[src/rtl/core/call_depth_cost_profiler_unit_assert.svh]
// Assertion macros for the call-depth cost profiler.
`ifndef CALL_DEPTH_COST_PROFILER_UNIT_ASSERT_SVH
`define CALL_DEPTH_COST_PROFILER_UNIT_ASSERT_SVH

// Same-cycle implication, disabled in reset.
`define CDCP_ASSERT_IMPL(lbl, ck, rn, a, c) \
    lbl: assert property (@(posedge ck) disable iff (!(rn)) (a) |-> (c)) \
        else $error("cdcp assertion failed");

// Next-cycle implication, disabled in reset.
`define CDCP_ASSERT_NEXT(lbl, ck, rn, a, c) \
    lbl: assert property (@(posedge ck) disable iff (!(rn)) (a) |=> (c)) \
        else $error("cdcp assertion failed");

`endif

[src/rtl/core/cdcp_pkg.sv]
// Types and constants shared by the call-depth cost profiler.
`timescale 1ns / 1ps
package cdcp_pkg;

    localparam int STACK_DEPTH  = 64;
    localparam int IDX_W        = (STACK_DEPTH > 1) ? $clog2(STACK_DEPTH) : 1;
    localparam int CNT_W        = $clog2(STACK_DEPTH + 1);
    localparam int DATA_W       = 64;
    localparam int DEPTH_W      = 6;
    localparam int OVF_W        = 32;
    localparam int CMD_W        = 2;
    localparam int CFG_IDX_W    = 2;
    localparam int LIM_W        = ((CNT_W > DEPTH_W) ? CNT_W : DEPTH_W) + 1;
    localparam int QUEUE_DEPTH  = 2;
    localparam int Q_PTR_W      = $clog2(QUEUE_DEPTH);
    localparam int Q_FILL_W     = $clog2(QUEUE_DEPTH + 1);

    localparam logic               TRACE_EN_RST  = 1'b1;
    localparam logic [DEPTH_W-1:0] MAX_DEPTH_RST = DEPTH_W'(3);
    localparam logic [DATA_W-1:0]  MIN_COST_RST  = DATA_W'(1000);
    localparam logic [OVF_W-1:0]   OVF_MAX       = '1;

    typedef enum logic [CMD_W-1:0] {
        CMD_CALL   = 2'd0,
        CMD_RETURN = 2'd1,
        CMD_FLUSH  = 2'd2,
        CMD_UNUSED = 2'd3
    } cmd_t;

    typedef enum logic [1:0] {
        OP_PUSH,
        OP_POP,
        OP_FLUSH
    } op_t;

    typedef enum logic [CFG_IDX_W-1:0] {
        CFG_TRACE_EN  = 2'd0,
        CFG_MAX_DEPTH = 2'd1,
        CFG_MIN_COST  = 2'd2
    } cfg_idx_t;

    typedef enum logic [1:0] {
        ST_IDLE,
        ST_READ,
        ST_CHECK,
        ST_EMIT
    } back_state_t;

    typedef struct packed {
        op_t               op;
        logic [DATA_W-1:0] class_id;
        logic [DATA_W-1:0] selector_id;
        logic [DATA_W-1:0] timestamp;
        logic              super_call;
    } op_item_t;

    typedef struct packed {
        back_state_t      state;
        logic [CNT_W-1:0] entry_count;
    } back_status_t;

endpackage

[src/rtl/core/cdcp_if.sv]
// Event and record channel interfaces of the call-depth cost profiler.
`timescale 1ns / 1ps
interface cdcp_evt_if;
    import cdcp_pkg::*;
    logic               valid;
    logic               ready;
    logic [CMD_W-1:0]   command;
    logic [DATA_W-1:0]  class_id;
    logic [DATA_W-1:0]  selector_id;
    logic [DATA_W-1:0]  timestamp;
    logic               super_call;
    logic               from_main;

    modport source (output valid, command, class_id, selector_id, timestamp,
                    super_call, from_main, input ready);
    modport sink   (input valid, command, class_id, selector_id, timestamp,
                    super_call, from_main, output ready);
endinterface


[src/rtl/core/cdcp_front.sv]
// Front end: accepts events, filters and classifies them, queues operations.
`timescale 1ns / 1ps
module cdcp_front (
    input  logic             clk,
    input  logic             rst_n,
    cdcp_evt_if.sink         evt,
    input  logic             trace_enable,
    output cdcp_pkg::op_item_t q_item,
    output logic             q_valid,
    input  logic             q_ready
);
    import cdcp_pkg::*;

    op_item_t              q_mem_reg [QUEUE_DEPTH];
    logic [Q_PTR_W-1:0]    wr_ptr_reg, wr_ptr_next;
    logic [Q_PTR_W-1:0]    rd_ptr_reg, rd_ptr_next;
    logic [Q_FILL_W-1:0]   fill_reg, fill_next;
    op_item_t              item;
    cmd_t                  cmd;
    logic                  active;
    logic                  keep;
    logic                  enq;
    logic                  deq;

    assign evt.ready = (fill_reg != Q_FILL_W'(QUEUE_DEPTH));
    assign q_valid   = (fill_reg != '0);
    assign q_item    = q_mem_reg[rd_ptr_reg];

    always_comb
    begin
        cmd              = cmd_t'(evt.command);
        active           = trace_enable && evt.from_main;
        item.class_id    = evt.class_id;
        item.selector_id = evt.selector_id;
        item.timestamp   = evt.timestamp;
        item.super_call  = evt.super_call;
        item.op          = OP_FLUSH;
        keep             = 1'b0;
        unique case (cmd)
            CMD_CALL:
            begin
                item.op = OP_PUSH;
                keep    = active;
            end
            CMD_RETURN:
            begin
                item.op = OP_POP;
                keep    = active;
            end
            CMD_FLUSH:
            begin
                item.op = OP_FLUSH;
                keep    = 1'b1;
            end
            default:
            begin
                keep = 1'b0;
            end
        endcase
    end

    always_comb
    begin
        enq         = evt.valid && evt.ready && keep;
        deq         = q_valid && q_ready;
        wr_ptr_next = enq ? wr_ptr_reg + 1'b1 : wr_ptr_reg;
        rd_ptr_next = deq ? rd_ptr_reg + 1'b1 : rd_ptr_reg;
        fill_next   = fill_reg;
        if (enq && !deq)
        begin
            fill_next = fill_reg + 1'b1;
        end
        else if (!enq && deq)
        begin
            fill_next = fill_reg - 1'b1;
        end
    end

    always_ff @(posedge clk or negedge rst_n)
    begin
        if (!rst_n)
        begin
            wr_ptr_reg <= '0;
            rd_ptr_reg <= '0;
            fill_reg   <= '0;
        end
        else
        begin
            wr_ptr_reg <= wr_ptr_next;
            rd_ptr_reg <= rd_ptr_next;
            fill_reg   <= fill_next;
        end
    end

    always_ff @(posedge clk)
    begin
        if (enq)
        begin
            q_mem_reg[wr_ptr_reg] <= item;
        end
    end

endmodule

[src/flat_wrapper.sv]
// flat-port wrapper written by rule: the top's interface ports become plain ports
module cdcp_front_flat import cdcp_pkg::*;
  (clk, rst_n, trace_enable, q_item, q_valid, q_ready, evt_valid, evt_command, evt_class_id, evt_selector_id, evt_timestamp, evt_super_call, evt_from_main, evt_ready);
  cdcp_evt_if evt_i ();
  input  logic clk;
  input  logic rst_n;
  input  logic trace_enable;
  output cdcp_pkg::op_item_t q_item;
  output logic q_valid;
  input  logic q_ready;
  input wire logic [$bits(evt_i.valid)-1:0] evt_valid;
  input wire logic [$bits(evt_i.command)-1:0] evt_command;
  input wire logic [$bits(evt_i.class_id)-1:0] evt_class_id;
  input wire logic [$bits(evt_i.selector_id)-1:0] evt_selector_id;
  input wire logic [$bits(evt_i.timestamp)-1:0] evt_timestamp;
  input wire logic [$bits(evt_i.super_call)-1:0] evt_super_call;
  input wire logic [$bits(evt_i.from_main)-1:0] evt_from_main;
  output wire logic [$bits(evt_i.ready)-1:0] evt_ready;
  assign evt_i.valid = evt_valid;
  assign evt_i.command = evt_command;
  assign evt_i.class_id = evt_class_id;
  assign evt_i.selector_id = evt_selector_id;
  assign evt_i.timestamp = evt_timestamp;
  assign evt_i.super_call = evt_super_call;
  assign evt_i.from_main = evt_from_main;
  assign evt_ready = evt_i.ready;
  cdcp_front u_core (.clk(clk), .rst_n(rst_n), .evt(evt_i), .trace_enable(trace_enable), .q_item(q_item), .q_valid(q_valid), .q_ready(q_ready));
endmodule
[config.mk]
export PLATFORM = sky130hd
export DESIGN_NAME = cdcp_front_flat
export DESIGN_NICKNAME = d
export VERILOG_FILES = /design/src/rtl/core/call_depth_cost_profiler_unit_assert.svh /design/src/rtl/core/cdcp_pkg.sv /design/src/rtl/core/cdcp_if.sv /design/src/rtl/core/cdcp_front.sv /design/src/flat_wrapper.sv
export SDC_FILE = /design/constraint.sdc
export NUM_CORES = 1
export LEC_CHECK = 0
export BUFFER_PORTS_ARGS = -buffer_cell sky130_fd_sc_hd__buf_2
export CAP_MARGIN = 30
export CORE_AREA = 2 2 196 198
export CTS_CLUSTER_DIAMETER = 50
export CTS_CLUSTER_SIZE = 28
export DETAILED_ROUTE_END_ITERATION = 6
export DIE_AREA = 0 0 198 200
export PLACE_DENSITY = 0.75
export SLEW_MARGIN = 20
export SYNTH_ARGS = -nofsm -noshare
export SYNTH_HDL_FRONTEND = slang
export SYNTH_SLANG_ARGS = --single-unit
export TNS_END_PERCENT = 30
[constraint.sdc]
create_clock -name clk -period 14.86 [get_ports clk]
set_clock_uncertainty 0.05 [all_clocks]
set_input_delay 2.972 -clock clk [delete_from_list [all_inputs] [get_ports clk]]
set_output_delay 2.972 -clock clk [all_outputs]
set_load 0.02 [all_outputs]
**After elaboration in Yosys (flattened, before gate mapping)**

Memory sizes are Yosys's and may differ from the RTL's.
Index checks and enable logic that the tools add are counted.

- Add/sub/neg operators: 4
- Eq/ne operators: 3
- Mux-type cells: 6
- Reduce and logical (&&, ||, !) cells: 12

Operators with widths:

| kind | number |
|---|---|
| 1-bit logical AND | 6 |
| 2-bit 2-to-1 mux | 2 |
| 2-bit one-hot mux with 2 select lines | 1 |
| 2-bit nonzero test | 2 |
| 1-bit adder (second input constant) | 2 |
| 2-bit by 1-bit adder with 2-bit output (second input constant) | 1 |
| 2-bit by 1-bit equality test with 1-bit output (second input constant) | 1 |
| 2-bit equality test (second input constant) | 1 |
| 1-bit zero test | 2 |
| 2-bit zero test | 1 |
| 1-bit 2-to-1 mux | 2 |
| 2-bit != test (second input constant) | 1 |
| 1-bit one-hot mux with 2 select lines | 1 |
| 2-bit OR reduction | 1 |
| 2-bit by 1-bit subtractor with 2-bit output (second input constant) | 1 |

- Register bits: 4
- Memory bits (writable): 390
- Input port bits: 201
- Output and inout port bits: 197
- Logic and storage cells: 29
- Memories: 1

Memories:

| memory | depth | bits a word | read ports | clocked after Yosys merged registers in | wr ports | RTL line | text |
|---|---|---|---|---|---|---|---|
| u_core.q_mem_reg | 2 | 195 | 1 | 0 | 1 | cdcp_front.sv:14 | `op_item_t q_mem_reg [QUEUE_DEPTH];` |

**Logic depth before layout (Yosys ltp)**

- Word-level depth: 8
- Mapped depth: 7
- Gate-level depth less buffers: 7

**Least setup slack after synthesis**

Ideal clock, no wire load.

- Path type: in2reg
- Start point: input port evt_command[1]
- End point: memory u_core.q_mem_reg[0][0] (netlist bit) (enable)
- Library setup time: 754 ps
- Arrival time: 11402 ps
- Data required time: 14056 ps
- Setup slack: 2654 ps
- Stages: 3
- Path buffers: 0
- Cells stage by stage: and3b_1 > o211ai_2 > nor2_1

- Cells in the longest elaborated chain, start to end: 6
- Elaborated cells on any way between the ends: 8

RTL lines:

| what | RTL line | text |
|---|---|---|
| start: declaration | flat_wrapper.sv:12 | `input wire logic [$bits(evt_i.command)-1:0] evt_command;` |
| 2-bit by 1-bit equality test with 1-bit output or 2-bit zero test (tied branches) | cdcp_front.sv:39 | `unique case (cmd)` |
| 2-bit OR reduction (no source line) | - |  |
| 1-bit one-hot mux with 2 select lines (*) | cdcp_front.sv:39 |  |
| 1-bit logical AND (*) | cdcp_front.sv:64 | `enq = evt.valid && evt.ready && keep;` |
| 1-bit 2-to-1 mux (*) | cdcp_front.sv:97 | `if (enq)` |
| 1-bit 2-to-1 mux (implied by the code) (*) | cdcp_front.sv:99 | `q_mem_reg[wr_ptr_reg] <= item;` |
| end: declaration | cdcp_front.sv:14 |  |

Mark *: on every way between the ends. The rest lies on a longest branch, timed or not.

==> flow_summary.ini <==
[pwr]
p_leak_nw = 7.356
powerDensity_nw_per_um2 = 182.3
p_total_mw = 3.445
vdd_drop_max_mv = 0.1227

[setup_path]
arrival_ns = 3.02
end_kind = output port
crit_end = q_item[168]
reg2regPathDepth = 5
rr_startpoint = u_core.fill_reg[0]
startpoint = u_core.rd_ptr_reg
startpoint_type = register
r2r-end = u_core.q_mem_reg[1][36]
cp_data_required_time_ns = 11.84
path_class = reg2out
cp_max_fo = 34
ff2ff_setup_slack_ns = 11.52

[worst_hold_path]
hp-start = u_core.fill_reg[1]
hp-class = reg2reg

[sta]
tightest_slew_ns = 0.9459
final.min_clock_period_ns = 6.041
max_freq_ghz = 0.1655
final_max_slew_viol_count = 0
hold_viol = 0
setup_viol = 0
timing.final.crit_share = 0.4065
rsz0062_at_grt = false
fin_tns_setup_ns = 0
maxSlewHeadroom = 0.3694

[place]
placed_area_um2 = 17450
dp_hpwl_mm = 20.18
place.gp.congestion = 0.7388
port-buffer-count = 397
place_inst = 1527

[final_layout]
fin_area_um2 = 18890
area_growth_pct = 27.00
largest_register_ffs = 390
fin_cells = 1602
final_net_count = 1260
drive_above_1_share = 0.6250
fin_util = 0.5052

[logic_synthesis]
yosysTopAreaCellShare = 0.7871
synth_seq_cells = 394
synthDistinctLibCells = 18
syn_nets = 832
syn_area_um2 = 14880
seq_area_frac_synth = 0.7939
synthTopCellsByArea = edfxtp_1 (79%), mux2_4 (14%), mux2_2 (4.2%)
yosysWarningCount = 0
avgSynthCellArea_um2 = 23.62
syn_inst = 630
synth_top_area_cell = edfxtp_1

[clock_network]
clock_sinks = 394
cts_root_buffer = clkbuf_16
cts-buffers-inserted = 38
clk_latency_ns = 0.53
htreeDepth = 2
clk_pin_slew_ns = 0.06
ctsResizeCount = 0
cts_buffer_depth = 3
postCtsSetupBuffers = 0
ctsHoldBuffers = 0
cts_tree = built

[floorplan]
die_h_um = 200
num_rows = 71
initial_core_util = 0.3978
core_area_um2 = 37400
die_w_um = 198
io-pin-count = 398
dieArea_um2 = 39600

[drt]
firstDrtPassIters = 4
antenna_left = 0
wl_per_cell_um = 18.37
drc = 0
wl_mm = 29.42
detailedRoute.firstIterationViolations = 332
dr_total_vias = 7347
viasPerCell = 4.586

[global_route]
grt_pass1_wl_mm = 42.10
overflow = 0
antenna_found_initial = 2
grt_pass1_vias = 7636
track_usage = 0.1415
grt_max_degree = 70

[status]
status = finished, final reports clean

[flow_run]
cap_violations = 0
[per-layer routing]
metal | share of wire | wire length, um | global-route usage
met3 | 0.087 | 2561 | 0.04603
met5 | 0 | 0 | 0
met1 | 0.39 | 11480 | 0.1657
met4 | 0.028 | 817 | 0.06767
met2 | 0.49 | 14560 | 0.2372
[power breakdown]
part | total [mW] | internal (mW) | switching [mW]
sequential | 1.37 | 1.34 | 0.0332
combinational | 1.05 | 0.466 | 0.580
clock | 1.03 | 0.580 | 0.446
[critical path, cell delays in order, from the launching register on]
cell,delay [ns]
dfrtp_4,0.55
buf_4,0.49
buf_4,0.55
buf_16,0.32
mux2_2,0.37
buf_2,0.16
[area by class of cell]
cell class	instances	area (um^2)
Fill cell	3031	18510
Sequential cell	394	11820
Multi-Input combinational cell	211	2854
Timing Repair Buffer	411	2192
Clock buffer	42	1030
Tap cell	511	639.4
Clock inverter	28	349.1
Inverter	2	7.507
Antenna cell	3	7.507
[cell usage after synthesis]
cell type  number
buf_2           5
ha_1            1
edfxtp_1      390
nor2_1          3
buf_6          17
nand2b_1        1
or2_2           1
inv_1           2
clkbuf_1        1
mux2_4        140
nand2_1         1
mux2_2         55
o211ai_2        1
dfrtp_1         4
xnor2_1         3
and3b_1         1
nor2b_1         2
xor2_1          2
[cells by family (layout without fill, tap and decap cells)]
group	Yosys count	after routing	synth area share
buffers and inverters	25	483	0.01531
AND/OR/NAND/NOR	9	9	0.003280
AO/OA/AOI/OAI	1	1	0.0008408
other	0	3	0
multiplexers	195	195	0.1829
XOR/XNOR	5	5	0.002944
adder cells (fa/ha/maj)	1	1	0.0008408
flip-flops	394	394	0.7939
[stage by stage]
stage | hold WS, ns | setup slack (ns)
6_report | 0.4629 | 8.819
5_1_grt | 0.4955 | 8.639
4_1_cts | 0.4679 | 8.707
3_5_place_dp | 0.4510 | 8.773
3_3_place_gp | 0.4260 | 8.770
2_1_floorplan | 0.4059 | 2.654
[cell usage in the layout, fill, tap and decap left out]
cell / instances
clkbuf_1: 1
bufinv_16: 3
diode_2: 3
edfxtp_1: 390
xor2_1: 2
buf_16: 5
clkinv_2: 4
inv_1: 2
inv_8: 6
clkinv_8: 4
clkinvlp_4: 4
inv_12: 2
mux2_4: 140
ha_1: 1
dfrtp_1: 3
nor2b_1: 2
xnor2_1: 3
inv_6: 4
and3b_1: 1
nand2_1: 1
mux2_2: 55
or2_2: 1
clkbuf_16: 41
clkinv_4: 1
o211ai_2: 1
nand2b_1: 1
nor2_4: 2
nor2_1: 1
dfrtp_4: 1
buf_4: 9
buf_2: 397
[how the worst min path moves through the flow]
stage,end,cells past startpoint
floorplan,u_core.fill_reg[1],1
global placement,u_core.fill_reg[1],1
detailed placement,u_core.fill_reg[1],1
CTS,u_core.fill_reg[1],1
global route,u_core.fill_reg[0],1
finish,u_core.fill_reg[1],1
No activity file was read; power rests on OpenSTA's default activity.
